### src/rtl/core/qpd_pkg.sv
// Types and constants of the quoted-printable (Q encoding) decoder.
// No dependencies.
`default_nettype none
package qpd_pkg;

	localparam logic [7:0] CH_EQUALS     = 8'h3D;
	localparam logic [7:0] CH_UNDERSCORE = 8'h5F;
	localparam logic [7:0] CH_SPACE      = 8'h20;
	localparam logic [7:0] CH_ZERO       = 8'h30;
	localparam logic [7:0] CH_NINE       = 8'h39;
	localparam logic [7:0] CH_UPPER_A    = 8'h41;
	localparam logic [7:0] CH_UPPER_F    = 8'h46;
	localparam logic [7:0] CH_LOWER_A    = 8'h61;
	localparam logic [7:0] CH_LOWER_F    = 8'h66;

	typedef enum logic [1:0] {
		PH_PLAIN = 2'd0,
		PH_EQ    = 2'd1,
		PH_DIGIT = 2'd2
	} qpd_phase_t;

	// Results of one input word plus the decoder state it leaves behind.
	typedef struct packed {
		logic [1:0] cnt;
		logic [7:0] b0;
		logic [7:0] b1;
		qpd_phase_t phase;
		logic [3:0] nibble;
	} qpd_dec_t;

endpackage
`default_nettype wire

### src/rtl/core/qpd_in_if.sv
// Input channel of the quoted-printable decoder: encoded byte and last flag.
// No dependencies.
`default_nettype none
interface qpd_in_if;
	logic       valid;
	logic       ready;
	logic [7:0] in_byte;
	logic       in_last;

	modport source (output valid, output in_byte, output in_last, input ready);
	modport sink (input valid, input in_byte, input in_last, output ready);
endinterface
`default_nettype wire

### src/rtl/core/qpd_out_if.sv
// Output channel of the quoted-printable decoder: decoded byte and run end.
// No dependencies.
`default_nettype none
interface qpd_out_if;
	logic       valid;
	logic       ready;
	logic [7:0] out_byte;
	logic       run_end;

	modport source (output valid, output out_byte, output run_end, input ready);
	modport sink (input valid, input out_byte, input run_end, output ready);
endinterface
`default_nettype wire

### src/rtl/core/qpd_decode.sv
// Combinational decode of one encoded byte against the escape state.
// Depends on qpd_pkg.
`default_nettype none
module qpd_decode (
	input  qpd_pkg::qpd_phase_t phase,
	input  logic [3:0]          nibble,
	input  logic [7:0]          in_byte,
	input  logic                in_last,
	output qpd_pkg::qpd_dec_t   dec
);
	import qpd_pkg::*;

	logic       is_hex;
	logic [3:0] hex_val;
	logic       open_esc;
	logic       p_emit;
	logic [7:0] p_byte;
	qpd_phase_t p_phase;

	always_comb begin
		is_hex  = 1'b0;
		hex_val = in_byte[3:0];
		if (in_byte >= CH_ZERO && in_byte <= CH_NINE) begin
			is_hex = 1'b1;
		end else if ((in_byte >= CH_UPPER_A && in_byte <= CH_UPPER_F) ||
				(in_byte >= CH_LOWER_A && in_byte <= CH_LOWER_F)) begin
			is_hex  = 1'b1;
			hex_val = in_byte[3:0] + 4'd9;
		end
	end

	// plain-text handling; '=' on the last byte closes as 0x00
	always_comb begin
		open_esc = (in_byte == CH_EQUALS) && !in_last;
		p_emit   = !open_esc;
		p_phase  = open_esc ? PH_EQ : PH_PLAIN;
		if (in_byte == CH_EQUALS) begin
			p_byte = 8'h00;
		end else if (in_byte == CH_UNDERSCORE) begin
			p_byte = CH_SPACE;
		end else begin
			p_byte = in_byte;
		end
	end

	always_comb begin
		dec.cnt    = 2'd0;
		dec.b0     = 8'h00;
		dec.b1     = 8'h00;
		dec.phase  = PH_PLAIN;
		dec.nibble = 4'h0;
		unique case (phase)
			PH_EQ: begin
				if (is_hex) begin
					if (in_last) begin
						dec.cnt = 2'd1;
						dec.b0  = {4'h0, hex_val};
					end else begin
						dec.phase  = PH_DIGIT;
						dec.nibble = hex_val;
					end
				end else begin
					dec.cnt = 2'd1;
					dec.b0  = in_byte;
				end
			end
			PH_DIGIT: begin
				if (is_hex) begin
					dec.cnt = 2'd1;
					dec.b0  = {nibble, hex_val};
				end else begin
					dec.b0    = {4'h0, nibble};
					dec.b1    = p_byte;
					dec.cnt   = p_emit ? 2'd2 : 2'd1;
					dec.phase = p_phase;
				end
			end
			default: begin
				dec.cnt   = p_emit ? 2'd1 : 2'd0;
				dec.b0    = p_byte;
				dec.phase = p_phase;
			end
		endcase
	end

endmodule
`default_nettype wire

### src/rtl/core/quoted_printable_decoder_unit.sv
// Top level of the quoted-printable (Q encoding) decoder.
// Depends on qpd_pkg, qpd_in_if, qpd_out_if and qpd_decode.
//
//   channel  dir  payload             word
//   in_ch    in   in_byte, in_last    one encoded byte
//   out_ch   out  out_byte, run_end   one decoded byte
//
// One encoded byte enters per cycle while in_ch.ready is high; it waits
// in the input register until the result register can take its zero to
// two results, which load the result register together. A byte with two
// results holds the result register until both are taken. Reset clears
// the escape state and both valid flags. in_ch.ready falls only when the
// input register is full and the result register cannot drain this cycle.
`default_nettype none
module quoted_printable_decoder_unit (
	input logic       clk,
	input logic       arst_n,
	qpd_in_if.sink    in_ch,
	qpd_out_if.source out_ch
);
	import qpd_pkg::*;

	logic       valid_s1;
	logic [7:0] byte_s1;
	logic       last_s1;

	qpd_phase_t phase_q;
	logic [3:0] nibble_q;

	logic [1:0] res_cnt_q;
	logic [7:0] res0_q;
	logic [7:0] res1_q;

	qpd_dec_t dec;
	logic     buf_free;
	logic     adv;
	logic     in_acc;
	logic     out_acc;

	qpd_decode u_decode (
		.phase   (phase_q),
		.nibble  (nibble_q),
		.in_byte (byte_s1),
		.in_last (last_s1),
		.dec     (dec)
	);

	assign out_acc  = out_ch.valid && out_ch.ready;
	assign buf_free = (res_cnt_q == 2'd0) || ((res_cnt_q == 2'd1) && out_ch.ready);
	assign adv      = valid_s1 && buf_free;
	assign in_ch.ready = !valid_s1 || buf_free;
	assign in_acc   = in_ch.valid && in_ch.ready;

	always_ff @(posedge clk or negedge arst_n) begin
		if (!arst_n) begin
			valid_s1  <= 1'b0;
			phase_q   <= PH_PLAIN;
			nibble_q  <= 4'h0;
			res_cnt_q <= 2'd0;
		end else begin
			if (in_acc) begin
				valid_s1 <= 1'b1;
			end else if (adv) begin
				valid_s1 <= 1'b0;
			end
			if (adv) begin
				phase_q   <= dec.phase;
				nibble_q  <= dec.nibble;
				res_cnt_q <= dec.cnt;
			end else if (out_acc) begin
				res_cnt_q <= res_cnt_q - 2'd1;
			end
		end
	end

	always_ff @(posedge clk) begin
		if (in_acc) begin
			byte_s1 <= in_ch.in_byte;
			last_s1 <= in_ch.in_last;
		end
		if (adv) begin
			res0_q <= dec.b0;
			res1_q <= dec.b1;
		end else if (out_acc) begin
			res0_q <= res1_q;
		end
	end

	assign out_ch.valid    = res_cnt_q != 2'd0;
	assign out_ch.out_byte = res0_q;
	assign out_ch.run_end  = res_cnt_q == 2'd1;

endmodule
`default_nettype wire

### src/flat_wrapper.sv
// flat-port wrapper written by rule: the top's interface ports become plain ports
module quoted_printable_decoder_unit_flat import qpd_pkg::*;
  (clk, arst_n, in_ch_valid, in_ch_in_byte, in_ch_in_last, in_ch_ready, out_ch_valid, out_ch_out_byte, out_ch_run_end, out_ch_ready);
  qpd_in_if in_ch_i ();
  qpd_out_if out_ch_i ();
  input logic clk;
  input logic arst_n;
  input wire logic [$bits(in_ch_i.valid)-1:0] in_ch_valid;
  input wire logic [$bits(in_ch_i.in_byte)-1:0] in_ch_in_byte;
  input wire logic [$bits(in_ch_i.in_last)-1:0] in_ch_in_last;
  output wire logic [$bits(in_ch_i.ready)-1:0] in_ch_ready;
  output wire logic [$bits(out_ch_i.valid)-1:0] out_ch_valid;
  output wire logic [$bits(out_ch_i.out_byte)-1:0] out_ch_out_byte;
  output wire logic [$bits(out_ch_i.run_end)-1:0] out_ch_run_end;
  input wire logic [$bits(out_ch_i.ready)-1:0] out_ch_ready;
  assign in_ch_i.valid = in_ch_valid;
  assign in_ch_i.in_byte = in_ch_in_byte;
  assign in_ch_i.in_last = in_ch_in_last;
  assign in_ch_ready = in_ch_i.ready;
  assign out_ch_valid = out_ch_i.valid;
  assign out_ch_out_byte = out_ch_i.out_byte;
  assign out_ch_run_end = out_ch_i.run_end;
  assign out_ch_i.ready = out_ch_ready;
  quoted_printable_decoder_unit u_core (.clk(clk), .arst_n(arst_n), .in_ch(in_ch_i), .out_ch(out_ch_i));
endmodule
### config.mk
export PLATFORM = sky130hd
export DESIGN_NAME = quoted_printable_decoder_unit_flat
export DESIGN_NICKNAME = d
export VERILOG_FILES = /design/src/rtl/core/qpd_pkg.sv /design/src/rtl/core/qpd_in_if.sv /design/src/rtl/core/qpd_out_if.sv /design/src/rtl/core/qpd_decode.sv /design/src/rtl/core/quoted_printable_decoder_unit.sv /design/src/flat_wrapper.sv
export SDC_FILE = /design/constraint.sdc
export NUM_CORES = 1
export LEC_CHECK = 0
export BUFFER_PORTS_ARGS = -buffer_cell sky130_fd_sc_hd__buf_2
export CAP_MARGIN = 20
export CORE_MARGIN = 2
export CORE_UTILIZATION = 29
export CTS_CLUSTER_SIZE = 30
export DETAILED_ROUTE_END_ITERATION = 10
export GPL_TIMING_DRIVEN = 0
export PLACE_DENSITY = 0.48
export SYNTH_ARGS = -nofsm -noshare
export SYNTH_HDL_FRONTEND = slang
export SYNTH_SLANG_ARGS = --single-unit
### constraint.sdc
create_clock -name clk -period 2.25 [get_ports clk]
set_input_delay 0.3375 -clock clk [delete_from_list [all_inputs] [get_ports clk]]
set_output_delay 0.3375 -clock clk [all_outputs]
set_load 0.005 [all_outputs]
### Yosys cells after proc, flatten, opt, wreduce, memory -nomap -nowiden

Index checks and enable logic that the tools add are counted.

* add/subtract/negate cells: 2
* multiply operators: 0
* divide/modulo/power cells: 0
* order comparisons: 6
* eq/ne operators: 5
* shift-type cells: 0
* muxes and demuxes: 24
* bitwise operators: 1
* reduce and logical (&&, ||, !) cells: 18

Operators with widths (number)
* 8-bit 2-to-1 mux: 4
* 10-bit one-hot mux with 2 select lines: 1
* 9-bit 2-to-1 mux: 2
* 8-bit by 7-bit >= comparator with 1-bit output, second input constant: 2
* 8-bit by 7-bit less-or-equal comparator with 1-bit output, second input constant: 2
* 4-bit 2-to-1 mux: 3
* 6-bit 2-to-1 mux: 2
* 10-bit 2-to-1 mux: 1
* 8-bit by 6-bit equality test with 1-bit output, second input constant: 1
* 8-bit by 7-bit equality test with 1-bit output, second input constant: 1
* 8-bit by 6-bit >= comparator with 1-bit output, second input constant: 1
* 8-bit by 6-bit less-or-equal comparator with 1-bit output, second input constant: 1
* 1-bit logical AND: 8
* 1-bit 2-to-1 mux: 7
* 2-bit 2-to-1 mux: 3
* 2-bit nonzero test: 3
* 4-bit adder, second input constant: 1
* 2-bit by 1-bit equality test with 1-bit output, second input constant: 2
* 2-bit one-hot mux with 2 select lines: 1
* 1-bit logical OR: 3
* 2-bit equality test, second input constant: 1
* 1-bit zero test: 2
* 2-bit zero test: 1
* 2-bit OR reduction: 1
* other kinds (2): 2

* register bits: 34
* latch bits: 0
* memory bits (writable): 0
* memory bits (read-only): 0
* input port bits: 13
* memories kept: 0

### Longest topological paths before layout

Gate-level depths: netlist of run 1.

* depth in word-level cells: 9
* mapped depth: 10

### Modules after synthesis

A second synthesis of run 1 with hierarchy kept.

* cell total of the unflattened synthesis: 181
* area, all modules: 2095.8 sq um

Modules (own cells, without submodules)
* quoted_printable_decoder_unit: times used 1, cells each 69, area each 1332.5 sq um
* qpd_decode: times used 1, cells each 112, area each 763.2 sq um

### Worst setup path before layout of run 1

OpenSTA, ideal clock, no wires.

* path kind: register -> register
* start: reg u_core.byte_s1[0]
* end: reg u_core.res0_q[2] (netlist: u_core.out_ch.out_byte[2]) (data pin)
* arrival: 1.994 ns
* slack: -0.008 ns
* stages on the path, launching flop included: 10
* path buffers: 2
* period minus slack after synthesis: 2.258 ns
* cells stage by stage: edfxtp_1 -> clkbuf_1 -> inv_1 -> ha_1 -> nor3b_1 -> a311o_1 -> buf_6 -> o21a_1 -> o211ai_1 -> o211ai_2

* cells in the longest elaborated chain, start to end: 9
* elaborated cells between the ends (all ways): 24
* those cells by class: 1 x add/sub; 6 x order compare; 2 x eq/ne; 11 x mux; 4 x reduce/logical

Ends and longest elaborated chain
* start, declared: RTL line quoted_printable_decoder_unit.sv:24 `logic [7:0] byte_s1;`
* start signal, assigned: RTL line quoted_printable_decoder_unit.sv:78 `byte_s1 <= in_ch.in_byte;`
* 8-bit by 7-bit >= comparator with 1-bit output, or another cell as far along: RTL line qpd_decode.sv:25 `end else if ((in_byte >= CH_UPPER_A && in_byte <= CH_UPPER_F) ||`
* 1-bit logical AND, on equally long branches: RTL line qpd_decode.sv:25, qpd_decode.sv:26
* 1-bit logical OR: RTL line qpd_decode.sv:25
* 4-bit 2-to-1 mux: RTL line qpd_decode.sv:25
* 4-bit 2-to-1 mux: RTL line qpd_decode.sv:23 `if (in_byte >= CH_ZERO && in_byte <= CH_NINE) begin`
* 9-bit 2-to-1 mux: RTL line qpd_decode.sv:55 `if (in_last) begin`
* 9-bit 2-to-1 mux: RTL line qpd_decode.sv:54 `if (is_hex) begin`
* 10-bit one-hot mux with 2 select lines *: RTL line qpd_decode.sv:52 `unique case (phase)`
* 8-bit 2-to-1 mux *: RTL line quoted_printable_decoder_unit.sv:81 `if (adv) begin`
* end signal, assigned: RTL line quoted_printable_decoder_unit.sv:82 `res0_q <= dec.b0;`
* end signal, assigned: RTL line quoted_printable_decoder_unit.sv:85 `res0_q <= res1_q;`
* end, declared: RTL line quoted_printable_decoder_unit.sv:31 `logic [7:0] res0_q;`

Every way passes the cells marked *; elsewhere a longest branch is shown, timed or not.
A chain may end at the register's enable or synchronous reset.

### Worst setup path after layout of run 1

* start: reg u_core.byte_s1[7]
* end: reg u_core.res0_q[2] (netlist: u_core.out_ch.out_byte[2]) (data pin)

The elaborated chain is that of the path after synthesis.

==> results.cfg, run 1 <==
[routing]
num_vias = 1627
totalWireLength_um = 4870
antenna_left = 0
viasPerCell = 5.30
wl_per_cell_um = 15.9
drt_iter0_drc = 227
drt_pass1_iterations = 4
drc_errors = 0

[worst_setup_path]
critical_path_class = reg2reg
startpoint_type = register
path_max_fanout = 5
critical_path_required_ns = 2.28
rrSetupSlack_ns = 0.03
endpoint_kind = register
crit_arrival_ns = 2.25

[clock_network]
clock-sinks = 34
clk_pin_slew_ns = 0.07
cts_tree = yes
clockBufferDepth = 2
h-tree-depth = 2
root_buffer = clkbuf_8
clock_latency_ns = 0.29
cts_buffers = 5

[logic_synthesis]
ys_ff_latch = 34
syn_inst = 186
synth-edff-count = 25
avgSynthCellArea_um2 = 10.5
synth_cell_types = 48
synth_seq_area_share_pct = 50.0
yosys_warnings = 0
synth_ff_type = edfxtp_1
syn_area_mm2 = 0.00195
async_flop_share_pct = 26.5
synthesis.nets = 206

[power_and_ir_drop]
leakagePower_nw = 0.938
max-vdd-ir-drop_mv = 0.342
power_density_mw_per_mm2 = 1030

[grt]
grt_usage_pct = 13.9
grt_pass1_wl_um = 7840
antenna_found_initial = 0
grt_pass1_vias = 1461
grt_max_degree = 18
grt_overflow = 0

[sta]
finalCritPeriodShare_pct = 98.4
rsz0062_at_grt = yes
finalMaxSlewViolations = 0
max_freq_mhz = 451
setup_violations = 0
hold_violations = 0
min_period_ns = 2.22
fin_ws_ns = 0.0349
worstMarginPinSlew_ns = 0.541
slew_headroom_pct = 64.0
skew_ns = 0.00625

[floorplan]
die-width_um = 86.0
fp.dieH_um = 86.0
rows = 29
ioPinCount = 24
die_area_mm2 = 0.00740
start_util_pct = 30.4
coreArea_mm2 = 0.00642

[layout]
multi_input_area_um2 = 941
fin_nets = 249
layout-drive-gt1-share_pct = 29.6
register_area_um2 = 976
diodes = 0
instances_no_fill = 307
nFillCells = 638
syn_to_final_growth_pct = 24.4

[run]
maxCapViolations = 0

[place]
routabilityCongestion = 0.891
numPlacedInstances = 286
dp_slack_ns = -0.414
port_buffers = 23
place_hpwl_um = 3490

[run_status]
status = finished clean

[hold_path]
hold_path_class = in2reg
metal layers:
layer  global-route usage (%)  part of all wire (%)
met2                     21.4                    45
met4                     4.04                   1.2
met5                        0                     0
met1                     18.9                    46
met3                     3.85                   7.6
Yosys cell counts, types with 2 or more instances:
| cell type | instances | area, µm² |
|---|---|---|
| clkbuf_1 | 9 | 33.8 |
| ha_1 | 7 | 87.6 |
| o31ai_1 | 2 | 15.0 |
| o2bb2ai_1 | 3 | 26.3 |
| dfrtp_1 | 9 | 225 |
| o211ai_1 | 4 | 30.0 |
| nand2_1 | 17 | 63.8 |
| o21ai_0 | 9 | 45.0 |
| nor2_1 | 9 | 33.8 |
| nand3b_1 | 2 | 15.0 |
| o22ai_1 | 4 | 25.0 |
| nand3_1 | 9 | 45.0 |
| a31oi_1 | 4 | 25.0 |
| nand4_1 | 4 | 25.0 |
| and3_1 | 4 | 25.0 |
| nor2b_1 | 2 | 12.5 |
| a211oi_1 | 3 | 22.5 |
| inv_1 | 11 | 41.3 |
| nor3b_1 | 2 | 15.0 |
| buf_6 | 2 | 22.5 |
| o21a_1 | 5 | 37.5 |
| a21oi_1 | 7 | 35.0 |
| nand2b_1 | 2 | 12.5 |
| nor3_1 | 6 | 30.0 |
| edfxtp_1 | 25 | 751 |
| nor2_2 | 2 | 12.5 |
| a21o_1 | 2 | 15.0 |
through the flow:
stage / cell area [µm²] / setup TNS [ns] / hold slack [ns] / util [%] / total power [mW]
3_5_place_dp: 2160 / -5.42 / 0.202 / 33.7 / 1.97
2_1_floorplan: 1950 / 0 / 0.0419 / - / 1.64
6_report: 2430 / 0 / 0.219 / 37.8 / 2.50
3_3_place_gp: 2160 / -5.86 / 0.198 / 33.7 / 1.96
4_1_cts: 2340 / 0 / 0.209 / 36.5 / 2.47
5_1_grt: 2430 / -0.0368 / 0.211 / 37.8 / 2.67
cells in the final DEF (no fill, tap or decap), types with 7 or more instances in the layout:
| cell | n |
|---|---|
| edfxtp_1 | 25 |
| a21oi_1 | 7 |
| dfrtp_1 | 9 |
| buf_2 | 24 |
| clkbuf_1 | 8 |
| nor2_1 | 9 |
| nand2_1 | 17 |
| inv_1 | 9 |
| o21ai_0 | 8 |
| nand3_1 | 9 |
| buf_4 | 12 |
path summary, 6_finish.rpt:
| check | cells past startpoint | endpoint | startpoint |
|---|---|---|---|
| max | 6 | u_core.out_ch.out_byte[2] | u_core.byte_s1[7] |
| max reg2reg | 6 | u_core.out_ch.out_byte[2] | u_core.byte_s1[7] |
| max in group asynchronous | 2 | u_core.phase_q[1] | arst_n |
| min in group asynchronous | 2 | u_core.res_cnt_q[1] | arst_n |
| min reg2reg | 2 | u_core.nibble_q[3] | u_core.nibble_q[3] |
| min | 1 | u_core.byte_s1[4] | in_ch_in_byte[4] |
critical path, cell delays in order (launching register included):
cell and delay, ns:
edfxtp_1 0.38, or4b_4 0.58, a311o_1 0.35, buf_6 0.15
o21a_1 0.16, o211ai_1 0.24, o211ai_2 0.10
power by group:
part,total (mW),switching [mW],leakage (nW),internal (mW)
clock,0.435,0.215,0.0395,0.220
sequential,1.04,0.0837,0.359,0.953
combinational,1.03,0.600,0.539,0.428
total,2.50,0.899,0.938,1.60
logic make-up (layout without fill, tap and decap cells):
logic type / after synthesis / after routing / synth area share, %
adders and majority gates: 7 / 7 / 4.49
and+or+nand+nor: 66 / 66 / 18.9
DFF: 34 / 34 / 50.0
muxes: 1 / 1 / 0.513
AOI/OAI and AO/OA: 55 / 55 / 20.6
buffers and inverters: 22 / 66 / 5.00
xor gates and xnor gates: 1 / 1 / 0.449
sequential cells by signal, summed over array words and instances (netlist names):
name,cells
u_core.byte_s1,8
u_core.last_s1,1
u_core.nibble_q,4
u_core.out_ch.out_byte,8
u_core.phase_q,2
u_core.res1_q,8
u_core.res_cnt_q,2
u_core.valid_s1,1
area by class of cell:
cell class	instances	share of cell area [%]
clock buffers	8	3.30
well taps	77	3.97
multi-input cells	130	38.8
inverters	11	1.70
plain buffers	10	2.94
flip-flops and latches	34	40.2
repair buffers	37	9.08
repair_timing:
item,in CTS,in global routing
gates cloned,0,1
hold buffers,1,0
resized for setup,10,15
setup endpoints to repair,28,17
buffers inserted,8,4
pin swaps,3,5
hold endpoints to repair,9,0
(Power assumes the default switching activity.)
==> run 2, diff against run 1 <==
--- a/config.mk
+++ b/config.mk
@@ -8,11 +8,11 @@
 export BUFFER_PORTS_ARGS = -buffer_cell sky130_fd_sc_hd__buf_2
 export CAP_MARGIN = 20
 export CORE_MARGIN = 2
-export CORE_UTILIZATION = 29
+export CORE_UTILIZATION = 45
 export CTS_CLUSTER_SIZE = 30
 export DETAILED_ROUTE_END_ITERATION = 10
 export GPL_TIMING_DRIVEN = 0
-export PLACE_DENSITY = 0.48
+export PLACE_DENSITY = 0.68
 export SYNTH_ARGS = -nofsm -noshare
 export SYNTH_HDL_FRONTEND = slang
 export SYNTH_SLANG_ARGS = --single-unit
==> run 2 against run 1 <==
Compared with the run above: clock power decreased by 2%; non-clock buffer count increased by 1; die area decreased by 34%; via count increased by 1.3%; highest routed layer unchanged; clock skew increased by 0.0036 ns.
==> results.cfg, run 2 (synthesized netlist as in run 1, its figures left out) <==
[run_status]
status = finished clean

[floorplan]
die-width_um = 69.8
rows = 23
start_util_pct = 47.7
ioPinCount = 24
die_area_mm2 = 0.00488
coreArea_mm2 = 0.00409
fp.dieH_um = 69.8

[worst_setup_path]
worst_path_max_delay_cell = or4b_4
critical_path_class = reg2reg
critical_path_required_ns = 2.28
crit_chain = or4b_4 > a311o_1 > buf_6 > o21a_1 > o211ai_1 > o211ai_2
max_stage_delay_ns = 0.59
startpoint_type = register
path_max_fanout = 6
crit_arrival_ns = 2.27
endpoint_kind = register

[layout]
layout_common_cells = edfxtp_1 (25), buf_2 (23), nand2_1 (17)
final_util_pct = 58.8
multi_input_area_um2 = 938
instances_no_fill = 281
syn_to_final_growth_pct = 23.2
layout_commonest_cell = edfxtp_1
nFillCells = 364
register_area_um2 = 976
fin_nets = 250
layout-drive-gt1-share_pct = 29.9
stdcell_area_mm2 = 0.00240
diodes = 0

[power_and_ir_drop]
leakagePower_nw = 0.947
max-vdd-ir-drop_mv = 0.470
p_clk_share_pct = 16.9
power_density_mw_per_mm2 = 1040
p_int_mw = 1.61
power_switching_mw = 0.902
finalPower_mw = 2.51
p_seq_share_pct = 41.2
p_comb_share_pct = 41.8
switching_share_pct = 35.9

[place]
dp_slack_ns = -0.345
routabilityCongestion = 0.918
port_buffers = 23
place_hpwl_um = 3130
place_area_mm2 = 0.00213
numPlacedInstances = 259

[sta]
fin_worst_hold_slack_ns = 0.228
fin_setup_tns_ns = 0
rsz0062_at_grt = yes
setup_violations = 0
finalCritPeriodShare_pct = 99.5
min_period_ns = 2.24
finalMaxSlewViolations = 0
slew_headroom_pct = 63.5
hold_violations = 0
skew_ns = 0.00988
max_freq_mhz = 447
worstMarginPinSlew_ns = 0.547
fin_ws_ns = 0.0119

[clock_network]
h-tree-depth = 2
root_buffer = clkbuf_8
cts_tree = yes
clk_pin_slew_ns = 0.07
cts_buffers = 5
clock_latency_ns = 0.29
clock-sinks = 34
clockBufferDepth = 2

[routing]
antenna_left = 0
num_vias = 1648
drt_iter0_drc = 157
totalWireLength_um = 4590
wl_per_cell_um = 16.3
drt_pass1_iterations = 4
drc_errors = 0
viasPerCell = 5.86

[grt]
antenna_found_initial = 0
grt_overflow = 0
grt_pass1_wl_um = 7340
grt_max_degree = 18
grt_pass1_vias = 1506
grt_usage_pct = 19.2

[run]
maxCapViolations = 0

[hold_path]
hold_path_class = in2reg
run 2: worst paths after layout:
kind	slack [ns]	start	depth (start not counted)	end
worst max register to register	0.01	u_core.byte_s1[4]	6	u_core.out_ch.out_byte[2]
worst min register to register	0.49	u_core.nibble_q[3]	2	u_core.nibble_q[3]
worst max-delay path	0.01	u_core.byte_s1[4]	6	u_core.out_ch.out_byte[2]
min in group asynchronous	0.41	arst_n	2	u_core.res_cnt_q[0]
max in group asynchronous	1.65	arst_n	2	u_core.nibble_q[1]
worst min-delay path	0.23	in_ch_in_byte[7]	1	u_core.byte_s1[7]
run 2: cell type report:
| class | count | area share (%) |
|---|---|---|
| Clock buffer | 6 | 3.02 |
| Timing Repair Buffer | 37 | 9.27 |
| Multi-Input combinational cell | 130 | 39.0 |
| Tap cell | 50 | 2.60 |
| Clock inverter | 2 | 0.364 |
| Inverter | 11 | 1.93 |
| Buffer | 11 | 3.18 |
| Sequential cell | 34 | 40.6 |
run 2: per-layer routing:
| layer | track usage (%) | up-vias | part of all wire, % |
|---|---|---|---|
| met1 | 25.8 | 766 | 43 |
| met5 | 0 | - | 0 |
| met3 | 5.38 | 11 | 7.4 |
| met2 | 29.9 | 80 | 47 |
| li1 | - | 791 | - |
| met4 | 6.41 | 0 | 2.3 |
run 2: repair_timing:
item / in CTS / in global routing
pin swaps: 2 / 12
setup endpoints to repair: 28 / 12
resized for setup: 12 / 15
hold buffers: 1 / 0
endpoints found under the hold margin: 9 / 0
setup buffers: 6 / 7
run 2: power by group through the flow:
stage / combinational (mW) / sequential (mW) / clock (mW)
global placement: 0.857 / 1.07 / 0
global route: 1.16 / 1.06 / 0.462
detailed placement: 0.871 / 1.07 / 0
finish: 1.05 / 1.04 / 0.426
CTS: 0.963 / 1.04 / 0.431
floorplan: 0.589 / 1.05 / 0
run 2: critical path: cells and delay by family, from the launching register on:
kind,cells,cell delay [ns]
AND/OR/NAND/NOR,1,0.59
buffers and inverters,1,0.14
flip-flops,1,0.40
AO/OA/AOI/OAI,4,0.86
==> run 3, diff against run 2 <==
--- a/config.mk
+++ b/config.mk
@@ -8,11 +8,11 @@
 export BUFFER_PORTS_ARGS = -buffer_cell sky130_fd_sc_hd__buf_2
 export CAP_MARGIN = 20
 export CORE_MARGIN = 2
-export CORE_UTILIZATION = 45
+export CORE_UTILIZATION = 35
 export CTS_CLUSTER_SIZE = 30
 export DETAILED_ROUTE_END_ITERATION = 10
 export GPL_TIMING_DRIVEN = 0
-export PLACE_DENSITY = 0.68
+export PLACE_DENSITY = 0.56
 export SYNTH_ARGS = -nofsm -noshare
 export SYNTH_HDL_FRONTEND = slang
 export SYNTH_SLANG_ARGS = --single-unit
==> run 3 against run 2 <==
Compared with the run above: via count down 5.6%; sequential power about the same; die area up 27%; hold slack got worse by 0.0047 ns; clock skew decreased by 0.0033 ns; total power down 1.7%; flip-flop and latch count unchanged; global-route usage decreased by 3.6 points; final cell count increased by 6.0%.
==> results.cfg, run 3 (synthesized netlist as in run 1, its figures left out) <==
[run_status]
status = finished clean

[worst_setup_path]
path_max_fanout = 8
max_stage_delay_ns = 0.58
crit_arrival_ns = 2.28
worst_path_max_delay_cell = or4b_4
endpoint_kind = register
path_buf_inv = 1
cp_top_family = compound AO/OA/AOI/OAI gates
critical_path_class = reg2reg
crit_chain = or4b_4 > a311o_1 > buf_6 > o21a_1 > o211ai_1 > o211ai_2
startpoint_type = register
critical_path_required_ns = 2.29

[sta]
fin_setup_tns_ns = 0
setup_violations = 0
slew_headroom_pct = 63.9
finalCritPeriodShare_pct = 99.4
fin_ws_ns = 0.0128
skew_ns = 0.00657
max_freq_mhz = 447
finalMaxSlewViolations = 0
hold_violations = 0
min_period_ns = 2.24
worstMarginPinSlew_ns = 0.541
rsz0062_at_grt = yes

[place]
dp_slack_ns = -0.432
port_buffers = 23
place_hpwl_um = 3240
routabilityCongestion = 0.866
place_area_mm2 = 0.00216

[clock_network]
root_buffer = clkbuf_8
cts_tree = yes
clockBufferDepth = 2
clk_pin_slew_ns = 0.07
clock-sinks = 34
clock_latency_ns = 0.29
h-tree-depth = 2
cts_buffers = 5

[routing]
antenna_left = 0
drc_errors = 0
top_layer = met4
drt_pass1_iterations = 4
met1Wirelength_um = 2070
num_vias = 1556
totalWireLength_um = 4500
drt_iter0_drc = 119
wl_met2_um = 2060
wl_per_cell_um = 15.1
met3_length_um = 290
viasPerCell = 5.22

[layout]
register_area_um2 = 976
stdcell_area_mm2 = 0.00238
nFillCells = 526
syn_to_final_growth_pct = 21.9
layout_common_cells = edfxtp_1 (25), buf_2 (23), nand2_1 (17)
diodes = 0
multi_input_area_um2 = 922
layout_commonest_cell = edfxtp_1
fin_nets = 245
layout-drive-gt1-share_pct = 27.0

[grt]
grt_overflow = 0
grt_usage_pct = 15.6
grt_max_degree = 18
antenna_found_initial = 0
grt_pass1_wl_um = 7460
grt_pass1_vias = 1491

[hold_path]
hold_path_class = in2reg

[power_and_ir_drop]
max-vdd-ir-drop_mv = 0.407
leakagePower_nw = 0.924
power_density_mw_per_mm2 = 1040

[floorplan]
start_util_pct = 35.9
die_area_mm2 = 0.00619
coreArea_mm2 = 0.00544
rows = 27
fp.dieH_um = 78.7
die-width_um = 78.7
ioPinCount = 24

[run]
maxCapViolations = 0
## run 3: layout make-up
| cell class | count | share of cell area (%) |
|---|---|---|
| clock buffer | 8 | 3.37 |
| multi-input combinational | 130 | 38.8 |
| timing repair buffer | 33 | 8.26 |
| sequential | 34 | 41.1 |
| inverter | 11 | 1.74 |
| buffer | 10 | 3.00 |
| tap | 72 | 3.79 |
## run 3: stage by stage
stage | hold slack, ns | instances | total power [mW] | utilization [%]
4_1_cts | 0.216 | 297 | 2.46 | 43.0
5_1_grt | 0.214 | 298 | 2.64 | 43.7
3_5_place_dp | 0.199 | 281 | 1.96 | 39.7
6_report | 0.223 | 298 | 2.47 | 43.7
3_3_place_gp | 0.196 | 281 | 1.95 | 39.7
2_1_floorplan | 0.0419 | 186 | 1.64 | -
## run 3: final timing paths
path	from	end	slack, ns	cells past startpoint
setup / recovery	u_core.byte_s1[4]	u_core.out_ch.out_byte[2]	0.01	6
hold / removal	in_ch_in_byte[3]	u_core.byte_s1[3]	0.22	1
setup reg to reg	u_core.byte_s1[4]	u_core.out_ch.out_byte[2]	0.01	6
hold reg to reg	u_core.res_cnt_q[1]	u_core.res_cnt_q[1]	0.49	1
max in group asynchronous	arst_n	u_core.nibble_q[2]	1.65	2
min in group asynchronous	arst_n	u_core.res_cnt_q[1]	0.42	2
## run 3: power by group
group | switching, mW | internal (mW)
Combinational | 0.590 | 0.416
Clock | 0.212 | 0.220
Sequential | 0.0783 | 0.953
## run 3: layer usage
layer  vias up  global-route usage (%)
met1       720                    20.6
met2        48                    24.8
met5         -                       0
met3         9                    4.02
li1        779                       -
met4         0                    5.26
## run 3: repair_timing
action	CTS	global route
setup buffers	8	1
gates resized for setup	10	12
pin swaps	3	6
hold buffers	1	0
endpoints found under the setup margin	28	13
endpoints found under the hold margin	9	0
